`config.mk`:
```
export PLATFORM = sky130hd
export DESIGN_NAME = v8_async_octet_deframer
export DESIGN_NICKNAME = d
export VERILOG_FILES = /design/src/rtl/v8dfr_pkg.sv /design/src/rtl/v8dfr_store.sv /design/src/rtl/v8_async_octet_deframer.sv
export SDC_FILE = /design/constraint.sdc
export NUM_CORES = 1
export LEC_CHECK = 0
export ABC_AREA = 0
export BUFFER_PORTS_ARGS = -buffer_cell sky130_fd_sc_hd__buf_4
export CORE_ASPECT_RATIO = 1.4
export CORE_MARGIN = 2
export CORE_UTILIZATION = 57
export DETAILED_ROUTE_END_ITERATION = 8
export GPL_TIMING_DRIVEN = 0
export PLACE_DENSITY = 0.77
export SYNTH_ARGS = -nofsm -noshare
export SYNTH_HDL_FRONTEND = slang
export SYNTH_SLANG_ARGS = --single-unit
export TNS_END_PERCENT = 50
```
`constraint.sdc`:
```
create_clock -name clk -period 3.5 [get_ports clk]
set_input_delay 1.05 -clock clk [delete_from_list [all_inputs] [get_ports clk]]
set_output_delay 1.05 -clock clk [all_outputs]
set_load 0.1 [all_outputs]
```
`src/rtl/v8dfr_pkg.sv`:
```
// Shared constants and types for the asynchronous octet deframer.
// Used by the top level and by the message store; depends on nothing.
`default_nettype none

package v8dfr_pkg;

    // Line window geometry.
    localparam int WIN_W       = 20;
    localparam int NEW_BIT_POS = 19;
    localparam int OCTET_LSB   = 11;

    // Preamble plus sync, and the start/stop framing test on the window.
    localparam logic [WIN_W-1:0] SYNC_PATTERN = 20'hF03FF;
    localparam logic [WIN_W-1:0] FRAME_MASK   = 20'h80400;
    localparam logic [WIN_W-1:0] FRAME_MATCH  = 20'h80000;

    localparam logic [7:0] BYTE_ONES  = 8'hFF;
    localparam logic [7:0] BYTE_ZEROS = 8'h00;

    // Flag periodicity counter saturates here.
    localparam logic [9:0] FLAG_LIMIT = 10'd1000;

    // Bits in one start/stop frame; the bit counter saturates here.
    localparam logic [3:0] FRAME_BITS = 4'd10;
    localparam logic [3:0] BITS_AFTER_SYNC = 4'd1;

    // Zero octets in a row that mark CJ.
    localparam logic [1:0] CJ_RUN = 2'd3;

    // Input command codes.
    localparam logic CMD_PUSH = 1'b0;
    localparam logic CMD_READ = 1'b1;

    // Requests from the framing logic to the message store.
    typedef struct packed {
        logic       pass_start;
        logic       octet_we;
        logic [7:0] octet;
    } store_ctl_t;

    // Status from the message store back to the framing logic.
    typedef struct packed {
        logic pass_done;
        logic pass_match;
    } store_stat_t;

endpackage

`default_nettype wire

```
`src/rtl/v8dfr_store.sv`:
```
// Message store: current, previous and latched byte memories plus the
// compare-and-copy pass run at each sync. Depends on v8dfr_pkg.
`default_nettype none

module v8dfr_store #(
    parameter int MSG_BYTES = 64,
    localparam int IDX_W = $clog2(MSG_BYTES),
    localparam int LEN_W = $clog2(MSG_BYTES + 1)
) (
    input  wire logic                    clk,
    input  wire logic                    rst_n,
    input  wire v8dfr_pkg::store_ctl_t   ctl,
    input  wire logic [IDX_W-1:0]        octet_addr,
    input  wire logic [LEN_W-1:0]        pass_len,
    input  wire logic [IDX_W-1:0]        rd_addr,
    output v8dfr_pkg::store_stat_t       stat,
    output logic [7:0]                   rd_data
);
    import v8dfr_pkg::*;

    logic [7:0] cur_mem  [MSG_BYTES];
    logic [7:0] prev_mem [MSG_BYTES];
    logic [7:0] lat_mem  [MSG_BYTES];

    logic             run_reg;
    logic [LEN_W-1:0] cnt_reg;
    logic [LEN_W-1:0] len_reg;
    logic             vld_reg;
    logic             match_reg;
    logic [IDX_W-1:0] waddr_reg;
    logic [7:0]       cur_rd_reg;
    logic [7:0]       prev_rd_reg;
    logic [7:0]       rd_data_reg;

    logic             issue;
    logic             done;
    logic [IDX_W-1:0] cnt_idx;

    // One byte pair is read per cycle; the compare and the write-back
    // happen in the following cycle from the registered read data.
    assign cnt_idx = cnt_reg[IDX_W-1:0];
    assign issue   = run_reg && (cnt_reg != len_reg);
    assign done    = run_reg && !issue && !vld_reg;

    // Pass sequencer.
    always_ff @(posedge clk or negedge rst_n)
    begin
        if (!rst_n)
        begin
            run_reg   <= 1'b0;
            cnt_reg   <= '0;
            len_reg   <= '0;
            vld_reg   <= 1'b0;
            match_reg <= 1'b0;
        end
        else if (ctl.pass_start)
        begin
            run_reg   <= 1'b1;
            cnt_reg   <= '0;
            len_reg   <= pass_len;
            vld_reg   <= 1'b0;
            match_reg <= 1'b1;
        end
        else if (run_reg)
        begin
            vld_reg <= issue;
            if (issue)
            begin
                cnt_reg <= cnt_reg + LEN_W'(1);
            end
            if (vld_reg && (cur_rd_reg != prev_rd_reg))
            begin
                match_reg <= 1'b0;
            end
            if (done)
            begin
                run_reg <= 1'b0;
            end
        end
    end

    // Write address of the byte now in the read registers.
    always_ff @(posedge clk)
    begin
        waddr_reg <= cnt_idx;
    end

    // Current reception: filled by framed octets, read by the pass.
    always_ff @(posedge clk)
    begin
        if (ctl.octet_we)
        begin
            cur_mem[octet_addr] <= ctl.octet;
        end
        cur_rd_reg <= cur_mem[cnt_idx];
    end

    // Previous reception: compared and then overwritten by the pass. When
    // the bytes match the overwrite leaves it unchanged.
    always_ff @(posedge clk)
    begin
        if (vld_reg)
        begin
            prev_mem[waddr_reg] <= cur_rd_reg;
        end
        prev_rd_reg <= prev_mem[cnt_idx];
    end

    // Latched message: written by every pass, but only read once the
    // latched flag is set, after which no pass runs.
    always_ff @(posedge clk)
    begin
        if (vld_reg)
        begin
            lat_mem[waddr_reg] <= cur_rd_reg;
        end
        rd_data_reg <= lat_mem[rd_addr];
    end

    assign stat.pass_done  = done;
    assign stat.pass_match = match_reg;
    assign rd_data         = rd_data_reg;

endmodule

`default_nettype wire

```
`src/rtl/v8_async_octet_deframer.sv`:
```
// Asynchronous octet deframer top level: bit window, flag counter, sync
// and start/stop framing, CJ detection and the handshake. Depends on
// v8dfr_pkg and v8dfr_store.
//
// Each input word either pushes one line bit (cmd 0) or reads one byte of
// the latched message (cmd 1), and every input word yields exactly one
// output word. A bit push that is not a sync has its result registered
// straight from the idle state, while a read first passes through the
// read state because the latched byte comes from a memory with a
// registered read port. A sync seen before a message is latched starts a
// pass over the bytes gathered since the previous sync: one byte per
// cycle is read from the current and previous stores, compared in a
// single byte comparator, and written back to the previous and latched
// stores, and the result word is given when the pass is done. The block
// takes no input while a word is in work or while its result waits to be
// taken; the status outputs show the state after the word on the output
// channel.
`default_nettype none

module v8_async_octet_deframer #(
    parameter int MSG_BYTES = 64,
    localparam int IDX_W = $clog2(MSG_BYTES),
    localparam int LEN_W = $clog2(MSG_BYTES + 1)
) (
    input  wire logic             clk,
    input  wire logic             rst_n,
    input  wire logic             in_valid,
    output logic                  in_ready,
    input  wire logic             cmd,
    input  wire logic             rx_bit,
    input  wire logic [5:0]       read_index,
    output logic                  out_valid,
    input  wire logic             out_ready,
    output logic                  octet_strobe,
    output logic [7:0]            octet_value,
    output logic                  sync_seen,
    output logic                  message_valid,
    output logic [LEN_W-1:0]      message_length,
    output logic                  cj_seen,
    output logic [9:0]            flag_run,
    output logic [7:0]            read_byte
);
    import v8dfr_pkg::*;

    typedef enum logic [1:0] {
        ST_IDLE,
        ST_READ,
        ST_PASS
    } state_t;

    state_t           state_reg,     state_next;
    logic [WIN_W-1:0] win_reg,       win_next;
    logic [9:0]       flag_cnt_reg,  flag_cnt_next;
    logic             synced_reg,    synced_next;
    logic [3:0]       bits_reg,      bits_next;
    logic [LEN_W-1:0] cur_len_reg,   cur_len_next;
    logic [LEN_W-1:0] prev_len_reg,  prev_len_next;
    logic [LEN_W-1:0] lat_len_reg,   lat_len_next;
    logic             lat_flag_reg,  lat_flag_next;
    logic [1:0]       zrun_reg,      zrun_next;
    logic             cj_reg,        cj_next;
    logic             len_eq_reg,    len_eq_next;
    logic             read_ok_reg,   read_ok_next;
    logic             out_valid_reg, out_valid_next;
    logic             strobe_reg,    strobe_next;
    logic [7:0]       value_reg,     value_next;
    logic [7:0]       rbyte_reg,     rbyte_next;

    logic             accept;
    logic [WIN_W-1:0] win_new;
    logic [7:0]       win_lo;
    logic             flag_hit;
    logic             is_sync;
    logic [3:0]       bits_inc;
    logic             frame_hit;
    logic [7:0]       octet;
    logic             store_ok;
    logic [1:0]       zrun_inc;
    logic [LEN_W+5:0] idx_wide;
    logic [LEN_W+5:0] len_wide;
    logic [IDX_W+5:0] addr_wide;
    logic [IDX_W-1:0] rd_addr;

    store_ctl_t       ctl;
    store_stat_t      stat;
    logic [7:0]       rd_data;

    // Handshake: one word at a time, and only when the output is free.
    assign in_ready = (state_reg == ST_IDLE) && (!out_valid_reg || out_ready);
    assign accept   = in_valid && in_ready;

    // Bit window and the tests made on it.
    assign win_new   = {rx_bit, win_reg[NEW_BIT_POS:1]};
    assign win_lo    = win_new[7:0];
    assign flag_hit  = (win_lo == win_new[15:8]) && (win_lo != BYTE_ZEROS)
                       && (win_lo != BYTE_ONES);
    assign is_sync   = (win_new == SYNC_PATTERN);
    assign bits_inc  = (bits_reg < FRAME_BITS) ? bits_reg + 4'd1 : bits_reg;
    assign frame_hit = ((win_new & FRAME_MASK) == FRAME_MATCH)
                       && (bits_inc >= FRAME_BITS);
    assign octet     = win_new[OCTET_LSB +: 8];
    assign store_ok  = (cur_len_reg < LEN_W'(MSG_BYTES));
    assign zrun_inc  = (zrun_reg < CJ_RUN) ? zrun_reg + 2'd1 : zrun_reg;

    // Read index against the latched length, and the store address.
    assign idx_wide  = {{LEN_W{1'b0}}, read_index};
    assign len_wide  = {6'd0, lat_len_reg};
    assign addr_wide = {{IDX_W{1'b0}}, read_index};
    assign rd_addr   = addr_wide[IDX_W-1:0];

    // Next-state logic for the sequencer and all step state.
    always_comb
    begin
        state_next     = state_reg;
        win_next       = win_reg;
        flag_cnt_next  = flag_cnt_reg;
        synced_next    = synced_reg;
        bits_next      = bits_reg;
        cur_len_next   = cur_len_reg;
        prev_len_next  = prev_len_reg;
        lat_len_next   = lat_len_reg;
        lat_flag_next  = lat_flag_reg;
        zrun_next      = zrun_reg;
        cj_next        = cj_reg;
        len_eq_next    = len_eq_reg;
        read_ok_next   = read_ok_reg;
        out_valid_next = out_valid_reg && !out_ready;
        strobe_next    = strobe_reg;
        value_next     = value_reg;
        rbyte_next     = rbyte_reg;
        ctl            = '0;
        ctl.octet      = octet;

        unique case (state_reg)
            ST_IDLE:
            begin
                if (accept)
                begin
                    if (cmd == CMD_READ)
                    begin
                        read_ok_next = lat_flag_reg && (idx_wide < len_wide);
                        state_next   = ST_READ;
                    end
                    else
                    begin
                        win_next      = win_new;
                        flag_cnt_next = !flag_hit ? 10'd0 :
                                        (flag_cnt_reg < FLAG_LIMIT) ?
                                        flag_cnt_reg + 10'd1 : flag_cnt_reg;
                        strobe_next   = 1'b0;
                        value_next    = 8'd0;
                        rbyte_next    = 8'd0;
                        if (is_sync)
                        begin
                            // Sync restarts framing; the sync bit itself counts.
                            synced_next  = 1'b1;
                            bits_next    = BITS_AFTER_SYNC;
                            cur_len_next = '0;
                            if (!lat_flag_reg)
                            begin
                                ctl.pass_start = 1'b1;
                                len_eq_next    = (prev_len_reg != '0)
                                                 && (prev_len_reg == cur_len_reg);
                                prev_len_next  = cur_len_reg;
                                state_next     = ST_PASS;
                            end
                            else
                            begin
                                out_valid_next = 1'b1;
                            end
                        end
                        else
                        begin
                            if (synced_reg)
                            begin
                                bits_next = bits_inc;
                                if (frame_hit)
                                begin
                                    bits_next   = 4'd0;
                                    strobe_next = 1'b1;
                                    value_next  = octet;
                                    if (store_ok)
                                    begin
                                        ctl.octet_we = 1'b1;
                                        cur_len_next = cur_len_reg + LEN_W'(1);
                                    end
                                    if (octet == BYTE_ZEROS)
                                    begin
                                        zrun_next = zrun_inc;
                                        cj_next   = cj_reg || (zrun_inc == CJ_RUN);
                                    end
                                    else
                                    begin
                                        zrun_next = 2'd0;
                                    end
                                end
                            end
                            out_valid_next = 1'b1;
                        end
                    end
                end
            end

            ST_READ:
            begin
                strobe_next    = 1'b0;
                value_next     = 8'd0;
                rbyte_next     = read_ok_reg ? rd_data : 8'd0;
                out_valid_next = 1'b1;
                state_next     = ST_IDLE;
            end

            ST_PASS:
            begin
                if (stat.pass_done)
                begin
                    if (len_eq_reg && stat.pass_match)
                    begin
                        lat_flag_next = 1'b1;
                        lat_len_next  = prev_len_reg;
                    end
                    strobe_next    = 1'b0;
                    value_next     = 8'd0;
                    rbyte_next     = 8'd0;
                    out_valid_next = 1'b1;
                    state_next     = ST_IDLE;
                end
            end

            default:
            begin
                state_next = ST_IDLE;
            end
        endcase
    end

    // State and registered outputs.
    always_ff @(posedge clk or negedge rst_n)
    begin
        if (!rst_n)
        begin
            state_reg     <= ST_IDLE;
            win_reg       <= '0;
            flag_cnt_reg  <= '0;
            synced_reg    <= 1'b0;
            bits_reg      <= '0;
            cur_len_reg   <= '0;
            prev_len_reg  <= '0;
            lat_len_reg   <= '0;
            lat_flag_reg  <= 1'b0;
            zrun_reg      <= '0;
            cj_reg        <= 1'b0;
            len_eq_reg    <= 1'b0;
            read_ok_reg   <= 1'b0;
            out_valid_reg <= 1'b0;
            strobe_reg    <= 1'b0;
            value_reg     <= '0;
            rbyte_reg     <= '0;
        end
        else
        begin
            state_reg     <= state_next;
            win_reg       <= win_next;
            flag_cnt_reg  <= flag_cnt_next;
            synced_reg    <= synced_next;
            bits_reg      <= bits_next;
            cur_len_reg   <= cur_len_next;
            prev_len_reg  <= prev_len_next;
            lat_len_reg   <= lat_len_next;
            lat_flag_reg  <= lat_flag_next;
            zrun_reg      <= zrun_next;
            cj_reg        <= cj_next;
            len_eq_reg    <= len_eq_next;
            read_ok_reg   <= read_ok_next;
            out_valid_reg <= out_valid_next;
            strobe_reg    <= strobe_next;
            value_reg     <= value_next;
            rbyte_reg     <= rbyte_next;
        end
    end

    // Byte memories and the compare-and-copy pass.
    v8dfr_store #(
        .MSG_BYTES (MSG_BYTES)
    ) u_store (
        .clk        (clk),
        .rst_n      (rst_n),
        .ctl        (ctl),
        .octet_addr (cur_len_reg[IDX_W-1:0]),
        .pass_len   (cur_len_reg),
        .rd_addr    (rd_addr),
        .stat       (stat),
        .rd_data    (rd_data)
    );

    // Output channel.
    assign out_valid      = out_valid_reg;
    assign octet_strobe   = strobe_reg;
    assign octet_value    = value_reg;
    assign sync_seen      = synced_reg;
    assign message_valid  = lat_flag_reg;
    assign message_length = lat_len_reg;
    assign cj_seen        = cj_reg;
    assign flag_run       = flag_cnt_reg;
    assign read_byte      = rbyte_reg;

endmodule

`default_nettype wire

```
# == Word-level counts from Yosys, hierarchy flattened ==
# Memories as Yosys holds them, arrays and structs flattened. A register that Yosys moved wholly into a read port is not among the register bits.
# Cells that the tools add are included.
# totals
regBits,105
latchBits,0
ramBits,1536
rom_bits,0
elab_cells,166
memories,3
# memory_table
name,words,width,rd,rd_clocked_by_memory_dff,write_ports,line_no,text
u_store.cur_mem,64,8,1,1,1,v8dfr_store.sv:21,logic [7:0] cur_mem [MSG_BYTES];
u_store.lat_mem,64,8,1,1,1,v8dfr_store.sv:23,logic [7:0] lat_mem [MSG_BYTES];
u_store.prev_mem,64,8,1,1,1,v8dfr_store.sv:22,logic [7:0] prev_mem [MSG_BYTES];
# op_classes
addsub,5
mul,0
n_div,0
order_cmp,6
n_eq_ne,16
shifts,0
muxes,66
bitwise,3
reduce_logical,44
# op_table
cell,n
8-bit two-way mux,9
7-bit two-way mux,7
8-bit case mux with 3 select lines,2
1-bit two-way mux,29
"20-bit equality test, second input constant",1
10-bit two-way mux,2
2-bit two-way mux,10
4-bit AND reduction,5
4-bit two-way mux,4
"7-bit by 1-bit adder with 7-bit output, second input constant",2
1-bit logical AND,13
6-bit AND reduction,2
2-bit nonzero test,6
"10-bit by 1-bit adder with 10-bit output, second input constant",1
"10-bit < comparator, second input constant",1
3-bit AND reduction,3
8-bit equality test,1
8-bit zero test,1
8-bit != test,1
"8-bit != test, second input constant",1
8-bit nonzero test,1
7-bit equality test,1
6-bit by 7-bit < comparator with 1-bit output,1
"7-bit < comparator, second input constant",1
other kinds (22),35

# == Logic depth before layout (Yosys ltp) ==
# logic_depth
depth_word,12
mapped_depth,11

# == Cells and area by module ==
# A second synthesis with hierarchy kept.
# unflattened
cells_unflattened,2694
hier_area_um2,49687.7
# modules_own_cells
mod,instances,cells_per_inst,area_each_um2,seq_area_each_um2
v8dfr_store,1,2280,45612.5,31775.5
v8_async_octet_deframer,1,414,4075.2,2026.9

# == Worst setup path after synthesis ==
# No wires, ideal clock.
# synth_path
path_type,register to register
start,register win_reg[13]
end,"memory u_store.cur_mem[32][0], enable pin"
arrival_time_ps,2725
t_required_ps,3130
setup_slack_ps,405
path_stages_with_launch,8
n_path_buf,1
synth_period_minus_slack_ps,3095
path_cell_list,dfrtp_1 -> or4_4 -> nor2_4 -> and3_1 -> nor3b_2 -> buf_2 -> nand3_1 -> nor2_1
# synth_between
elab_chain_len,7
# synth_rtl
item,line_no,text
"start, declared",v8_async_octet_deframer.sv:52,"logic [WIN_W-1:0] win_reg, win_next;"
"start signal, assigned",v8_async_octet_deframer.sv:263,win_reg <= win_next;
20-bit equality test,v8_async_octet_deframer.sv:97,assign is_sync = (win_new == SYNC_PATTERN);
1-bit two-way mux,v8_async_octet_deframer.sv:153,if (is_sync)
2-bit two-way mux,v8_async_octet_deframer.sv:139,if (cmd == CMD_READ)
2-bit two-way mux,v8_async_octet_deframer.sv:137,if (accept)
2-bit two-way mux,v8_async_octet_deframer.sv:134,unique case (state_reg)
1-bit two-way mux,v8dfr_store.sv:91,if (ctl.octet_we)
1-bit two-way mux (implied by the code),v8dfr_store.sv:93,cur_mem[octet_addr] <= ctl.octet;
"end, declared",v8dfr_store.sv:21,
# No other way between the ends.

==> results.md <==
* Status: complete, but fails checks
* Failing checks: max-capacitance violations, max-slew violations, negative setup slack
* Avg WL per Cell at 39.16 microns
* Post-route setup slack at -350.1 ps
* CP startpoint: read_index[2]
* Final Slew Violations at 18
* Max cap viols at 3
* Fin Clk Skew at 33.59 ps
* Most frequent cells in the layout: edfxtp_1 (1,024), mux4_2 (296), mux2i_1 (201)
* Top cells by area, synth: edfxtp_1 (62%), mux4_2 (14%), dfrtp_1 (5.0%)
* Data required time of the worst path at 3890 ps
* Ys flop type: edfxtp_1
* Vias at 30,310
* Setup Buffers After CTS at 0
* Most used cell, CP: buf_2
* Detail Route Antenna Nets at 0
* Hold slack final at 365.6 ps
* R2r endpoint: u_store.prev_rd_reg[2]
* Mapped Nets at 2,819
* Initial Util at 0.5756
* Die Height at 352.0 microns
* Core area at 85,650 sq um
* Sequential fraction of the synthesis area at 0.6857
* Total Power at 29,860 uW
* Slowest stage cell, crit path: a221oi_1
* Cell Area, Placed at 51,460 sq um
* Commonest non-fill, non-tap cell in the layout: edfxtp_1
* Relative slew slack at -0.07565
* H-tree Lvls at 3
* Share of synthesized flip-flops with an asynchronous set or reset at 0.08507
* R2r startpoint: u_store.cnt_reg[1]
* Drt drc at 0
* Vias in the first global route at 30,080
* Final wirelength at 163,000 microns
* Share of layout cells above drive strength 1 at 0.2375
* Final Hold Viols at 0
* Leak Pwr at 0.01782 uW
* Final Net Count at 2,998
* P per Cell Area at 538.9 nW/um^2
* VDD IR max at 0.0004545 V
* R2R setup slack at -210 ps
* Cell variety after synth at 69
* Fmax at 0.2597 GHz
* Critical Path AT at 4240 ps
* Syn Std Cell Area at 49,300 sq um
* Post-synth EDFFs at 1,024
* Total track usage at 0.3703
* Avg Cell Area, Syn at 17.64 sq um
* Cells after Synth at 2,794
* Sink Count at 1,152
* R2R cell count at 8
* Max reg flops at 512
* Die X at 252.5 microns
* Worst path top cell family by delay: buffers and inverters
* Grt ovf at 0
* Crit path to: u_store.rd_data[1]
* Synthesis-stage register bit count at 1,152
* Die area at 88,890 sq um
* Drt first pass iters at 7
* CTS Buf Count at 105
* Clk slew on worst S/H paths at 60 ps
* Post-route insts no fill at 4,163
* Min cycle time layout at 3850 ps
* Post-Place Cells at 3,959
* Top reg by flops: u_store.cur_mem
* Pin count of the biggest net entering global routing at 99
* Post-synth top area cell: edfxtp_1
* Initial antenna violation count at 8
* CP Cell Sequence: buf_4 -> buf_2 -> buf_2 -> clkbuf_1 -> mux4_2 -> a221oi_1 -> o221ai_1
* Port Buffers at 49
* Placement Rows at 127
* Final setup violation count at 205
* CP Launch Type: primary input
* Final critical-path share of the clock period at 1.100
* CP Depth at 7
* Post-synth top area share at 0.6238
* TritonCTS clock tree: built
* Worst-Skew Late Latency at 720 ps
* Clk buf depth at 3
* Setup Crit Path Kind: primary input to flop
* Final core utilization at 0.6469
* RSZ-0062 raised after global routing: true
* Worst Tran Pin Value at 1608 ps
* Routed vias/inst at 7.281
* Worst Path Buf+Inv at 4
* DP Wirelength at 112,600 microns
* Area growth, synth to finish at 12.39%
* CP max FO at 10
* Ports at 51
* Drt initial violations at 4,772
* Gpl congestion at 1.027
* Hold crit path type: flop to flop
* Slowest cell delay on critical path at 710 ps
* First-pass GRT wire length at 226,500 microns
* YS warnings at 0
* Top Registers: u_store.cur_mem: 512 flops, u_store.prev_mem: 272 flops, u_store.lat_mem: 240 flops
* Root Buffer Master: clkbuf_16
* Design area at 55,400 sq um
* Crit end category: flop
final cells by class:
type                            instances  area, sq um
Multi-Input combinational cell       1445        14820
Tap cell                             1096         1371
Timing Repair Buffer                   72        798.3
Clock buffer                          138         2864
Sequential cell                      1152        33820
Buffer                                183         1027
Fill cell                            5644        30250
Inverter                               14        52.55
Antenna cell                            6        15.01
Clock inverter                         57        634.4
metal layers:
layer / GRT usage / up-vias / part of all wire / wire length [microns]
met2: 0.5801 / 2497 / 0.47 / 76740
met3: 0.08173 / 672 / 0.10 / 17000
li1: - / 11720 / - / -
met5: 0 / - / 0.00023 / 37
met4: 0.2935 / 6 / 0.10 / 16400
met1: 0.4457 / 15420 / 0.32 / 52850
stage by stage:
| stage | TNS, ps | worst slack (ps) |
|---|---|---|
| after global routing | -38510 | -240.2 |
| after detailed placement | -165140 | -890.9 |
| final | -12890 | -350.1 |
| after CTS | -18860 | -190.9 |
| after floorplan | 0 | 404.6 |
| after global placement | -573130 | -1356 |
worst register-to-register path, stage by stage (launching register included):
cell      delay (ps)
dfrtp_1          580
buf_2            300
buf_2            530
mux2i_1          290
o22ai_1          130
a211oi_1         970
nor3_1           140
o21ai_0          460
a21oi_1          160
how the worst min path moves through the flow:
stage | slack [ps] | startpoint | depth (start not counted) | end
floorplan | 340 | u_store.cnt_reg[2] | 0 | u_store.waddr_reg[2]
finish | 370 | u_store.cnt_reg[2] | 0 | u_store.waddr_reg[2]
detailed placement | 350 | u_store.cnt_reg[2] | 0 | u_store.waddr_reg[2]
CTS | 370 | u_store.cnt_reg[2] | 0 | u_store.waddr_reg[2]
global placement | 350 | u_store.cnt_reg[2] | 0 | u_store.waddr_reg[2]
global route | 370 | u_store.cnt_reg[2] | 0 | u_store.waddr_reg[2]
where the power goes:
part	switching (uW)	total, uW	internal, uW
logic	1420	1960	541
registers	360	16100	15700
clock network	5230	11800	6610
logic make-up after synthesis:
kind of cell / synth area share
buffers and inverters: 0.02163
XOR/XNOR: 0.007817
AND/OR/NAND/NOR: 0.04878
adder cells (fa/ha/maj): 0.003300
flip-flops: 0.6857
multiplexers: 0.1856
AO/OA/AOI/OAI: 0.04718
cells in the mapped netlist, types with 35 or more instances:
cell	number
edfxtp_1	1024
mux4_2	296
mux2i_1	203
nor2_1	180
nand2_1	167
dfrtp_1	98
o22ai_1	78
clkbuf_1	69
buf_2	65
a21oi_1	52
nor3_1	52
a22oi_1	45
nand3_1	35
timing repair:
action                                  4_1_cts  5_1_grt
endpoints found under the setup margin      336      447
hold buffers                                  0        0
hold endpoints to repair                      0        0
resized for setup                            70       39
gates cloned                                  0        0
No activity file was read; power rests on OpenSTA's default activity.
